===== src/hdl/tcrr_pkg.sv =====
// tcrr_pkg: shared types and constants of the two-class round-robin scheduler
// no dependencies; used by the channel interfaces and the core
package tcrr_pkg;

   localparam int SLOTS   = 8;
   localparam int SLOT_W  = (SLOTS > 1) ? $clog2(SLOTS) : 1;
   localparam int FUNC_W  = 3;
   localparam int TASK_W  = 8;
   localparam int WORD_W  = 32;
   localparam int TABLES  = 2;

   localparam logic TBL_LOW  = 1'b0;
   localparam logic TBL_HIGH = 1'b1;

   typedef enum logic [FUNC_W-1:0] {
      FUNC_SCHEDULE = 3'd0,
      FUNC_ADD      = 3'd1,
      FUNC_EXIT     = 3'd2,
      FUNC_WAIT     = 3'd3,
      FUNC_NOTIFY   = 3'd4,
      FUNC_SLEEP    = 3'd5
   } func_type;

   typedef enum logic [2:0] {
      PH_H1 = 3'd0,
      PH_L1 = 3'd1,
      PH_H2 = 3'd2,
      PH_L2 = 3'd3,
      PH_H3 = 3'd4
   } phase_type;

   typedef enum logic {
      ST_IDLE = 1'b0,
      ST_RUN  = 1'b1
   } state_type;

endpackage


===== src/hdl/tcrr_if.sv =====
// tcrr_req_if, tcrr_rsp_if: valid/ready channels of the scheduler
// depends on tcrr_pkg for field widths
interface tcrr_req_if;
   logic                             valid;
   logic                             ready;
   logic [tcrr_pkg::FUNC_W-1:0]      func;
   logic [tcrr_pkg::TASK_W-1:0]      task_id;
   logic                             high_priority;
   logic [tcrr_pkg::WORD_W-1:0]      now_ticks;
   logic [tcrr_pkg::WORD_W-1:0]      reason;
   logic [tcrr_pkg::WORD_W-1:0]      check_count;
   logic [tcrr_pkg::WORD_W-1:0]      wake_time;

   modport source (output valid, func, task_id, high_priority, now_ticks, reason,
                   check_count, wake_time, input ready);
   modport sink   (input valid, func, task_id, high_priority, now_ticks, reason,
                   check_count, wake_time, output ready);
endinterface

interface tcrr_rsp_if;
   logic                             valid;
   logic                             ready;
   logic [tcrr_pkg::TASK_W-1:0]      chosen_task;
   logic                             is_idle;
   logic                             accepted;
   logic [tcrr_pkg::WORD_W-1:0]      notify_total;

   modport source (output valid, chosen_task, is_idle, accepted, notify_total,
                   input ready);
   modport sink   (input valid, chosen_task, is_idle, accepted, notify_total,
                   output ready);
endinterface


===== src/hdl/two_class_round_robin_scheduler_core.sv =====
// two_class_round_robin_scheduler_core: slot tables, phase sequencer, scan unit
// depends on tcrr_pkg and the channel interfaces in tcrr_if.sv
//
// channel  dir  modport             contents
// req      in   tcrr_req_if.sink    func, task id, priority, ticks, reason, count, wake
// rsp      out  tcrr_rsp_if.source  chosen task, idle, accepted, notify total
//
// one request is worked at a time; req.ready is high only while idle
// schedule scans 1 to SLOTS slots of one table after the accept, one per cycle unless rsp stalls
// add scans up to SLOTS slots; exit, wait, notify and sleep scan all SLOTS slot columns
// (both tables checked in each column); unknown codes finish without a scan after accept
// the scan unit holds while a finished response still waits on rsp.ready
// synchronous reset clears state, response valid, slot valid and flag bits, pointer, phase and counter
module two_class_round_robin_scheduler_core (
   input  logic clock,
   input  logic reset,
   tcrr_req_if.sink   req,
   tcrr_rsp_if.source rsp
);
   import tcrr_pkg::*;

   state_type               state_ff, state_in;
   func_type                func_ff, func_in;
   logic [TASK_W-1:0]       id_ff, id_in;
   logic                    sel_ff, sel_in;
   logic [WORD_W-1:0]       opnd_ff, opnd_in;
   logic                    check_ok_ff, check_ok_in;
   logic [SLOT_W-1:0]       idx_ff, idx_in;
   logic                    acc_ff, acc_in;
   phase_type               phase_ff, phase_in;
   logic [SLOT_W-1:0]       ptr_ff, ptr_in;
   logic [WORD_W-1:0]       notify_ff, notify_in;

   logic                    used_ff  [TABLES][SLOTS];
   logic                    used_in  [TABLES][SLOTS];
   logic                    wait_ff  [TABLES][SLOTS];
   logic                    wait_in  [TABLES][SLOTS];
   logic                    sleep_ff [TABLES][SLOTS];
   logic                    sleep_in [TABLES][SLOTS];
   logic [TASK_W-1:0]       task_ff  [TABLES][SLOTS];
   logic [TASK_W-1:0]       task_in  [TABLES][SLOTS];
   logic [WORD_W-1:0]       word_ff  [TABLES][SLOTS];
   logic [WORD_W-1:0]       word_in  [TABLES][SLOTS];

   logic                    rsp_valid_ff, rsp_valid_in;
   logic [TASK_W-1:0]       chosen_ff, chosen_in;
   logic                    idle_ff, idle_in;
   logic                    accepted_ff, accepted_in;
   logic [WORD_W-1:0]       total_ff, total_in;

   phase_type               phase_next;
   logic [SLOT_W-1:0]       cand;
   logic [SLOT_W-1:0]       scan_idx;
   logic                    last;
   logic                    can_finish;
   logic                    finish;
   logic                    hit   [TABLES];
   logic                    wmatch[TABLES];
   logic                    s_used, s_wait, s_sleep, s_le;
   logic                    any_hit;

   // control registers
   always_ff @(posedge clock) begin
      if (reset) begin
         state_ff     <= ST_IDLE;
         phase_ff     <= PH_H1;
         ptr_ff       <= '0;
         notify_ff    <= '0;
         rsp_valid_ff <= 1'b0;
         for (int t = 0; t < TABLES; t++) begin
            for (int s = 0; s < SLOTS; s++) begin
               used_ff[t][s]  <= 1'b0;
               wait_ff[t][s]  <= 1'b0;
               sleep_ff[t][s] <= 1'b0;
            end
         end
      end else begin
         state_ff     <= state_in;
         phase_ff     <= phase_in;
         ptr_ff       <= ptr_in;
         notify_ff    <= notify_in;
         rsp_valid_ff <= rsp_valid_in;
         used_ff      <= used_in;
         wait_ff      <= wait_in;
         sleep_ff     <= sleep_in;
      end
   end

   // payload registers
   always_ff @(posedge clock) begin
      func_ff     <= func_in;
      id_ff       <= id_in;
      sel_ff      <= sel_in;
      opnd_ff     <= opnd_in;
      check_ok_ff <= check_ok_in;
      idx_ff      <= idx_in;
      acc_ff      <= acc_in;
      task_ff     <= task_in;
      word_ff     <= word_in;
      chosen_ff   <= chosen_in;
      idle_ff     <= idle_in;
      accepted_ff <= accepted_in;
      total_ff    <= total_in;
   end

   always_comb begin
      unique case (phase_ff)
         PH_H1:   phase_next = PH_L1;
         PH_L1:   phase_next = PH_H2;
         PH_H2:   phase_next = PH_L2;
         PH_L2:   phase_next = PH_H3;
         default: phase_next = PH_H1;
      endcase
   end

   // shared scan unit: one slot column per cycle unless a finished response waits on rsp.ready
   always_comb begin
      cand     = (ptr_ff == SLOT_W'(SLOTS - 1)) ? '0 : SLOT_W'(ptr_ff + SLOT_W'(1));
      scan_idx = (func_ff == FUNC_SCHEDULE) ? cand : idx_ff;
      last     = (idx_ff == SLOT_W'(SLOTS - 1));
      for (int t = 0; t < TABLES; t++) begin
         hit[t]    = used_ff[t][scan_idx] && (task_ff[t][scan_idx] == id_ff);
         wmatch[t] = used_ff[t][scan_idx] && wait_ff[t][scan_idx] &&
                     (word_ff[t][scan_idx] == opnd_ff);
      end
      any_hit = hit[0] || hit[1];
      s_used  = used_ff[sel_ff][scan_idx];
      s_wait  = wait_ff[sel_ff][scan_idx];
      s_sleep = sleep_ff[sel_ff][scan_idx];
      s_le    = (word_ff[sel_ff][scan_idx] <= opnd_ff);
   end

   // sequencer
   always_comb begin
      state_in     = state_ff;
      func_in      = func_ff;
      id_in        = id_ff;
      sel_in       = sel_ff;
      opnd_in      = opnd_ff;
      check_ok_in  = check_ok_ff;
      idx_in       = idx_ff;
      acc_in       = acc_ff;
      phase_in     = phase_ff;
      ptr_in       = ptr_ff;
      notify_in    = notify_ff;
      used_in      = used_ff;
      wait_in      = wait_ff;
      sleep_in     = sleep_ff;
      task_in      = task_ff;
      word_in      = word_ff;
      rsp_valid_in = rsp_valid_ff;
      chosen_in    = chosen_ff;
      idle_in      = idle_ff;
      accepted_in  = accepted_ff;
      total_in     = total_ff;
      finish       = 1'b0;

      req.ready    = (state_ff == ST_IDLE);
      can_finish   = !rsp_valid_ff || rsp.ready;

      if (rsp_valid_ff && rsp.ready) begin
         rsp_valid_in = 1'b0;
      end

      unique case (state_ff)
         ST_IDLE: begin
            if (req.valid) begin
               func_in     = func_type'(req.func);
               id_in       = req.task_id;
               idx_in      = '0;
               acc_in      = 1'b0;
               check_ok_in = (req.check_count == notify_ff);
               sel_in      = req.high_priority;
               unique case (func_type'(req.func))
                  FUNC_SCHEDULE: opnd_in = req.now_ticks;
                  FUNC_SLEEP:    opnd_in = req.wake_time;
                  default:       opnd_in = req.reason;
               endcase
               if (func_type'(req.func) == FUNC_SCHEDULE) begin
                  phase_in = phase_next;
                  sel_in   = (phase_next == PH_L1 || phase_next == PH_L2) ?
                             TBL_LOW : TBL_HIGH;
               end
               if (func_type'(req.func) == FUNC_NOTIFY) begin
                  notify_in = notify_ff + WORD_W'(1);
               end
               state_in = ST_RUN;
            end
         end
         ST_RUN: begin
            if (can_finish) begin
               idx_in      = SLOT_W'(idx_ff + SLOT_W'(1));
               chosen_in   = '0;
               idle_in     = 1'b0;
               accepted_in = 1'b0;
               unique case (func_ff)
                  FUNC_SCHEDULE: begin
                     ptr_in = cand;
                     if (s_used && !s_wait && (!s_sleep || s_le)) begin
                        sleep_in[sel_ff][scan_idx] = 1'b0;
                        chosen_in = task_ff[sel_ff][scan_idx];
                        finish    = 1'b1;
                     end else if (last) begin
                        idle_in = 1'b1;
                        finish  = 1'b1;
                     end
                  end
                  FUNC_ADD: begin
                     if (!s_used) begin
                        used_in[sel_ff][scan_idx]  = 1'b1;
                        task_in[sel_ff][scan_idx]  = id_ff;
                        wait_in[sel_ff][scan_idx]  = 1'b0;
                        sleep_in[sel_ff][scan_idx] = 1'b0;
                        word_in[sel_ff][scan_idx]  = '0;
                        accepted_in = 1'b1;
                        finish      = 1'b1;
                     end else if (last) begin
                        finish = 1'b1;
                     end
                  end
                  FUNC_EXIT: begin
                     for (int t = 0; t < TABLES; t++) begin
                        if (hit[t]) used_in[t][scan_idx] = 1'b0;
                     end
                     finish = last;
                  end
                  FUNC_WAIT: begin
                     if (check_ok_ff) begin
                        for (int t = 0; t < TABLES; t++) begin
                           if (hit[t]) begin
                              word_in[t][scan_idx] = opnd_ff;
                              wait_in[t][scan_idx] = 1'b1;
                           end
                        end
                        acc_in = acc_ff || any_hit;
                     end
                     accepted_in = check_ok_ff && (acc_ff || any_hit);
                     finish      = last;
                  end
                  FUNC_NOTIFY: begin
                     for (int t = 0; t < TABLES; t++) begin
                        if (wmatch[t]) begin
                           word_in[t][scan_idx] = '0;
                           wait_in[t][scan_idx] = 1'b0;
                        end
                     end
                     finish = last;
                  end
                  FUNC_SLEEP: begin
                     for (int t = 0; t < TABLES; t++) begin
                        if (hit[t]) begin
                           word_in[t][scan_idx]  = opnd_ff;
                           sleep_in[t][scan_idx] = 1'b1;
                        end
                     end
                     finish = last;
                  end
                  default: begin
                     finish = 1'b1;
                  end
               endcase
               if (finish) begin
                  state_in     = ST_IDLE;
                  rsp_valid_in = 1'b1;
                  total_in     = notify_ff;
               end else begin
                  chosen_in   = chosen_ff;
                  idle_in     = idle_ff;
                  accepted_in = accepted_ff;
               end
            end
         end
         default: begin
            state_in = ST_IDLE;
         end
      endcase

      rsp.valid        = rsp_valid_ff;
      rsp.chosen_task  = chosen_ff;
      rsp.is_idle      = idle_ff;
      rsp.accepted     = accepted_ff;
      rsp.notify_total = total_ff;
   end

endmodule


===== src/flat_wrapper.sv =====
// flat-port wrapper written by rule: the top's interface ports become plain ports
module two_class_round_robin_scheduler_core_flat import tcrr_pkg::*;
  (clock, reset, req_valid, req_func, req_task_id, req_high_priority, req_now_ticks, req_reason, req_check_count, req_wake_time, req_ready, rsp_valid, rsp_chosen_task, rsp_is_idle, rsp_accepted, rsp_notify_total, rsp_ready);
  tcrr_req_if req_i ();
  tcrr_rsp_if rsp_i ();
  input  logic clock;
  input  logic reset;
  input wire logic [$bits(req_i.valid)-1:0] req_valid;
  input wire logic [$bits(req_i.func)-1:0] req_func;
  input wire logic [$bits(req_i.task_id)-1:0] req_task_id;
  input wire logic [$bits(req_i.high_priority)-1:0] req_high_priority;
  input wire logic [$bits(req_i.now_ticks)-1:0] req_now_ticks;
  input wire logic [$bits(req_i.reason)-1:0] req_reason;
  input wire logic [$bits(req_i.check_count)-1:0] req_check_count;
  input wire logic [$bits(req_i.wake_time)-1:0] req_wake_time;
  output wire logic [$bits(req_i.ready)-1:0] req_ready;
  output wire logic [$bits(rsp_i.valid)-1:0] rsp_valid;
  output wire logic [$bits(rsp_i.chosen_task)-1:0] rsp_chosen_task;
  output wire logic [$bits(rsp_i.is_idle)-1:0] rsp_is_idle;
  output wire logic [$bits(rsp_i.accepted)-1:0] rsp_accepted;
  output wire logic [$bits(rsp_i.notify_total)-1:0] rsp_notify_total;
  input wire logic [$bits(rsp_i.ready)-1:0] rsp_ready;
  assign req_i.valid = req_valid;
  assign req_i.func = req_func;
  assign req_i.task_id = req_task_id;
  assign req_i.high_priority = req_high_priority;
  assign req_i.now_ticks = req_now_ticks;
  assign req_i.reason = req_reason;
  assign req_i.check_count = req_check_count;
  assign req_i.wake_time = req_wake_time;
  assign req_ready = req_i.ready;
  assign rsp_valid = rsp_i.valid;
  assign rsp_chosen_task = rsp_i.chosen_task;
  assign rsp_is_idle = rsp_i.is_idle;
  assign rsp_accepted = rsp_i.accepted;
  assign rsp_notify_total = rsp_i.notify_total;
  assign rsp_i.ready = rsp_ready;
  two_class_round_robin_scheduler_core u_core (.clock(clock), .reset(reset), .req(req_i), .rsp(rsp_i));
endmodule

===== config.mk =====
export PLATFORM = sky130hd
export DESIGN_NAME = two_class_round_robin_scheduler_core_flat
export DESIGN_NICKNAME = d
export VERILOG_FILES = /design/src/hdl/tcrr_pkg.sv /design/src/hdl/tcrr_if.sv /design/src/hdl/two_class_round_robin_scheduler_core.sv /design/src/flat_wrapper.sv
export SDC_FILE = /design/constraint.sdc
export NUM_CORES = 2
export LEC_CHECK = 0
export BUFFER_PORTS_ARGS = -buffer_cell sky130_fd_sc_hd__clkbuf_2
export CORE_ASPECT_RATIO = 1.75
export CORE_MARGIN = 2
export CORE_UTILIZATION = 38
export DETAILED_ROUTE_END_ITERATION = 6
export GPL_ROUTABILITY_DRIVEN = 0
export HOLD_SLACK_MARGIN = 0.03
export REMOVE_ABC_BUFFERS = 1
export SLEW_MARGIN = 20
export SYNTH_ARGS = -nofsm -noshare
export SYNTH_HDL_FRONTEND = slang
export SYNTH_SLANG_ARGS = --single-unit

===== constraint.sdc =====
create_clock -name clock -period 37.7 [get_ports clock]
set_input_delay 3.77 -clock clock [delete_from_list [all_inputs] [get_ports clock]]
set_output_delay 3.77 -clock clock [all_outputs]
set_load 0.03 [all_outputs]

* Word-level counts from Yosys, hierarchy flattened
Index checks and enable logic that the tools add are counted.
Cells by class: $add $sub $neg 3, magnitude comparators 5, equality and inequality tests 34, mux-type cells 122, bitwise operators 23, reduce and logical (&&, ||, !) cells 46
Operators with widths (number):
- $mux W256 | 8
- $pmux W512 S4 | 1
- $mux W512 | 2
- $and A256 B256 Y256 | 2
- $and A512 B512 Y512 | 1
- $bwmux W256 | 2
- $not A512 Y512 | 1
- $bmux W32 S3 | 3
- $demux W256 S1 | 1
- $mux W64 | 4
- $not A256 Y256 | 1
- $mux W32 | 7
- $mux W8 | 25
- $bwmux W128 | 1
- $demux W32 S3 | 1
- $eq A32 B32 Y1 | 3
- $pmux W16 S3 | 2
- $mux W16 | 5
- $bmux W8 S3 | 3
- $demux W64 S1 | 1
- $pmux W32 S2 | 1
- $mux W1 | 34
- $add A32 B1 Y32 const B | 1
- $and A16 B16 Y16 | 2
- 45 further kinds | 121
Word-level totals: bits in registers 819, bits of input ports 144, output and inout port bits 44

* Longest topological paths before layout
depth in word-level cells 17, mapped depth 26

* Worst setup path after synthesis
No wires, ideal clock.
path kind input to register, start point input port rsp_ready, end point register u_core.word_ff[0] (netlist bit), enable pin, arrival 16.913 ns, data required time 36.741 ns, setup slack 19.828 ns, cell stages on the path 6, cells stage by stage inv_1 > a21oi_1 > nand3_1 > nand2_1 > o21ai_0 > a21oi_1
Between the ends: cells in the longest elaborated chain, start to end 2
RTL lines:
- start, declared | line flat_wrapper.sv:22 | input wire logic [$bits(rsp_i.ready)-1:0] rsp_ready;
- $logic_or A1 B1 Y1 | line two_class_round_robin_scheduler_core.sv:159 | can_finish = !rsp_valid_ff || rsp.ready;
- $reduce_and A6 Y1 (no source line)
- end signal, assigned | line two_class_round_robin_scheduler_core.sv:99 | word_ff <= word_in;
- end, declared | line two_class_round_robin_scheduler_core.sv:42 | logic [WORD_W-1:0] word_ff [TABLES][SLOTS];
Every way passes these cells. A chain may end at the register's enable or synchronous reset.

* Worst setup path after layout
start point register u_core.ptr_ff[0], end point register u_core.total_ff[11], in the netlist u_core.rsp.notify_total[11], enable pin
Between the ends: cells in the longest elaborated chain, start to end 15
RTL lines:
- start, declared | line two_class_round_robin_scheduler_core.sv:31 | logic [SLOT_W-1:0] ptr_ff, ptr_in;
- start signal, assigned | line two_class_round_robin_scheduler_core.sv:80 | ptr_ff <= ptr_in;
- $add A3 B1 Y3 or $eq A3 B3 Y1 (tied branches) | line two_class_round_robin_scheduler_core.sv:118 | cand = (ptr_ff == SLOT_W'(SLOTS - 1)) ? '0 : SLOT_W'(ptr_ff + SLOT_W'(1));
- $mux W3 * | line two_class_round_robin_scheduler_core.sv:118
- named net u_core.cand[2] | line two_class_round_robin_scheduler_core.sv:52 | logic [SLOT_W-1:0] cand;
- $mux W3 * | line two_class_round_robin_scheduler_core.sv:119 | scan_idx = (func_ff == FUNC_SCHEDULE) ? cand : idx_ff;
- $not A3 Y4 (not written as such) *
- $bmux W32 S3, or another cell as far along | line two_class_round_robin_scheduler_core.sv:130 | s_le = (word_ff[sel_ff][scan_idx] <= opnd_ff);
- $mux W32 (not written as such), or another cell as far along (2 in series) | line two_class_round_robin_scheduler_core.sv:130
- $le A32 B32 Y1 or $logic_not A1 Y1 (tied branches) | line two_class_round_robin_scheduler_core.sv:130, two_class_round_robin_scheduler_core.sv:199
- $logic_or A1 B1 Y1 or $logic_and A1 B1 Y1 (tied branches) | line two_class_round_robin_scheduler_core.sv:199 | if (s_used && !s_wait && (!s_sleep || s_le)) begin
- $logic_and A1 B1 Y1 | line two_class_round_robin_scheduler_core.sv:199
- $mux W1 | line two_class_round_robin_scheduler_core.sv:199
- $pmux W1 S3 * | line two_class_round_robin_scheduler_core.sv:196 | unique case (func_ff)
- $mux W1 * | line two_class_round_robin_scheduler_core.sv:191 | if (can_finish) begin
- $mux W1 * | line two_class_round_robin_scheduler_core.sv:165 | unique case (state_ff)
- $reduce_and A3 Y1 (no source line) *
- end signal, assigned | line two_class_round_robin_scheduler_core.sv:103 | total_ff <= total_in;
- end, declared | line two_class_round_robin_scheduler_core.sv:49 | logic [WORD_W-1:0] total_ff, total_in;
Mark *: on every way through the listed nets, which the timed path passes. The rest lies on a longest branch. The select of a mux whose other input is x is not followed.

==> metrics.yaml <==
yosysSeqAreaShare_pct: 55.9
max_freq_mhz: 116
postRouteWirelength_microns: 187000
cts-buffers-inserted: 77
placed_cell_area_sq_um: 45400
avgSynthCellArea_sq_um: 11.6
synthArstFlopShare_pct: 0
path_cells: "ha_1 -> ha_2 -> buf_4 -> or4b_4 -> nand2_4 -> buf_4 -> mux2i_1 -> nand2_1 -> nand3_1 -> o21bai_1 -> ha_1 -> a211oi_1 -> o21bai_1 -> a2111oi_0 -> o211ai_1 -> a2111oi_0 -> a311o_1 -> nand3_1 -> a31oi_4 -> buf_4"
period_share_pct: 22.9
grt_usage_pct: 31.8
clock-sinks: 819
cts_resized: 0
antenna_found_initial: 6
ioPinCount: 188
hold_viol_final: 0
finalPower_w: 0.00240
post_drt_wl_per_cell_microns: 35.6
max-vdd-ir-drop_mv: 0.0295
cap_violations: 0
grt_max_degree: 176
synth.distinct_cells: 94
fin_nets: 3902
path_delay_family: "compound AO/OA/AOI/OAI gates"
grt_pass1_wl_microns: 262000
start_kind: "flip-flop"
grt_pass1_vias: 35200
drc: 14
timing.final.crit_period_ns: 8.63
rows: 162
drt-initial-drc-count: 5208
ant_nets: 0
firstDrtPassIters: 7
p_int_w: 0.00165
synthesis.area_sq_um: 42500
die-area_sq_um: 115000
arrival_ns: 8.95
mostFrequentLayoutCells: "edfxtp_1, a22o_1, nand2_1"
pwr-share-clk_pct: 35.5
die-width_microns: 257
multi_input_area_sq_um: 17500
hold_class: "reg2reg"
dp_hpwl_microns: 116000
finalMaxSlewViolations: 0
clock-root-buffer: "clkbuf_16"
cp_max_fo: 44
combPwrFrac_pct: 20.9
cp_common_cell: "buf_4"
clkTransAtPathRegs_ns: 0.06
worst_pin_slew_ns: 1.27
area_delta_synth_final_pct: 13.2
setup_tns_ns: 0
critPathCaptureType: "flip-flop"
synth_edf_count: 731
seqCellArea_sq_um: 23700
core_sq_um: 111000
cts_tree: "yes"
cts_max_level: 3
initial_core_util_pct: 38.2
p_per_area_nw_per_um2: 50.1
finalClockSkew_ns: 0.0353
drive_gt1_share_pct: 15.6
netSwitchingFraction_pct: 31.6
die_h_microns: 446
setup_viol: 0
overflow: 0
ys.flop_type: "edfxtp_1"
critPathKind: "reg2reg"
cpPeakStageDelay_ns: 1.09
fillerInstances: 10400
worstPathRequired_ns: 38.02
slowest_stage: "a2111oi_0"
yosysWarningCount: 0
insertion_delay_ns: 0.72
max-slew-margin-rel_pct: 15.3
io_buffers: 187
leakage_nw: 17.7
vias_per_cell: 6.98
ys_ff_latch: 819
syn_inst: 3651
power_frac_seq_pct: 43.6
finalInstanceArea_sq_um: 48000
p_switching_w: 0.000759
rsz0062_at_grt: "false"
violations: "DRC"
cts_setup_buffers: 0
final_common_cell: "edfxtp_1"
path_buf_inv: 3
cts_buffer_depth: 3
status: "finished with violations"
ctsHoldBuffers: 0
vias: 36700
## kinds of logic (layout without fill, tap and decap cells)
logic type | Yosys count | after routing | synth area share, %
AOI/OAI and AO/OA | 1333 | 1333 | 24.8
xor gates and xnor gates | 105 | 105 | 2.17
adders and majority gates | 37 | 37 | 1.09
buffers and inverters | 418 | 551 | 3.95
DFF | 819 | 819 | 55.9
muxes | 100 | 100 | 2.50
other | 0 | 3 | 0
and+or+nand+nor | 839 | 839 | 9.62
## power groups by stage
| stage | registers, W | clock network [W] | logic, W |
|---|---|---|---|
| finish | 0.00105 | 0.000854 | 0.000502 |
| global route | 0.00105 | 0.000886 | 0.000510 |
| CTS | 0.00105 | 0.000855 | 0.000477 |
| detailed placement | 0.00107 | 0 | 0.000477 |
| global placement | 0.00107 | 0 | 0.000472 |
| floorplan | 0.00108 | 0 | 0.000243 |
## flip-flops by register name, summed over array words and instances, names as in the netlist
name	cells
u_core.word_ff	512
u_core.task_ff	128
u_core.notify_ff	32
u_core.opnd_ff	32
u_core.rsp.notify_total	32
u_core.sleep_ff	16
u_core.used_ff	16
u_core.wait_ff	16
u_core.id_ff	8
u_core.rsp.chosen_task	8
u_core.func_ff	3
u_core.idx_ff	3
u_core.phase_ff	3
u_core.ptr_ff	3
u_core.acc_ff	1
u_core.check_ok_ff	1
u_core.rsp.accepted	1
u_core.rsp.is_idle	1
u_core.rsp.valid	1
u_core.sel_ff	1
u_core.state_ff	1
## cells in the mapped netlist (all sizes together), types with 37 or more instances
cell type | count | share of area [%]
nand3 | 55 | 0.65
a21oi | 107 | 1.3
xnor2 | 48 | 0.99
o22ai | 114 | 1.7
o21ai | 93 | 1.1
nor2 | 180 | 1.6
a22o | 520 | 11
edfxtp | 731 | 52
a211oi | 57 | 1.0
nor3 | 71 | 0.85
xor2 | 57 | 1.2
nand2 | 280 | 2.5
a31oi | 38 | 0.56
inv | 66 | 0.58
o211ai | 46 | 0.83
dfxtp | 88 | 4.1
nor4 | 50 | 0.82
a22oi | 62 | 1.1
ha | 37 | 1.1
clkbuf | 263 | 2.3
mux2i | 79 | 1.9
buf | 88 | 1.0
## worst register-to-register path: stages, from the launching register on
cell and delay (ns):
dfxtp_1 0.31, ha_1 0.20, ha_2 0.31, buf_4 0.47
or4b_4 0.79, nand2_4 0.58, buf_4 0.67, mux2i_1 0.38
nand2_1 0.10, nand3_1 0.14, o21bai_1 0.11, ha_1 0.32
a211oi_1 0.21, o21bai_1 0.11, a2111oi_0 0.44, o211ai_1 0.20
a2111oi_0 1.09, a311o_1 0.27, nand3_1 0.55, a31oi_4 0.37
buf_4 0.59
## metrics by stage
stage	hold WS, ns	cells	utilization [%]	worst slack [ns]
global placement	0.458	5114	40.8	29.48
detailed placement	0.459	5114	40.8	29.40
CTS	0.469	5256	43.2	29.40
floorplan	0.434	3300	-	17.35
global route	0.487	5261	43.3	28.97
finish	0.472	5263	43.3	29.07
## per-layer routing
metal / vias to the layer above / part of all wire, % / track usage (%)
met4: 12 / 11 / 29.2
met1: 17900 / 32 / 34.5
met2: 3063 / 46 / 51.1
met5: - / 0.047 / 0
met3: 989 / 11 / 7.87
li1: 14800 / - / -
## final timing paths
kind                                       from                                    end  slack [ns]  cells after the start
setup / recovery  u_core.ptr_ff[0]$_SDFFE_PP0P_  u_core.rsp.notify_total[11]$_DFFE_PP_       29.07                     20
hold / removal    u_core.ptr_ff[1]$_SDFFE_PP0P_          u_core.ptr_ff[1]$_SDFFE_PP0P_        0.47                      2
setup reg to reg  u_core.ptr_ff[0]$_SDFFE_PP0P_  u_core.rsp.notify_total[11]$_DFFE_PP_       29.07                     20
hold reg to reg   u_core.ptr_ff[1]$_SDFFE_PP0P_          u_core.ptr_ff[1]$_SDFFE_PP0P_        0.47                      2
## final cells by class
type                       instances  area share (%)
inverter                          67           0.523
clock buffer                      89            4.19
timing repair buffer             342            4.42
tap                             1476            3.84
antenna                            3          0.0156
multi-input combinational       2414            36.4
clock inverter                    53            1.25
sequential                       819            49.4
Note: power is estimated with default switching activity, not from simulation.
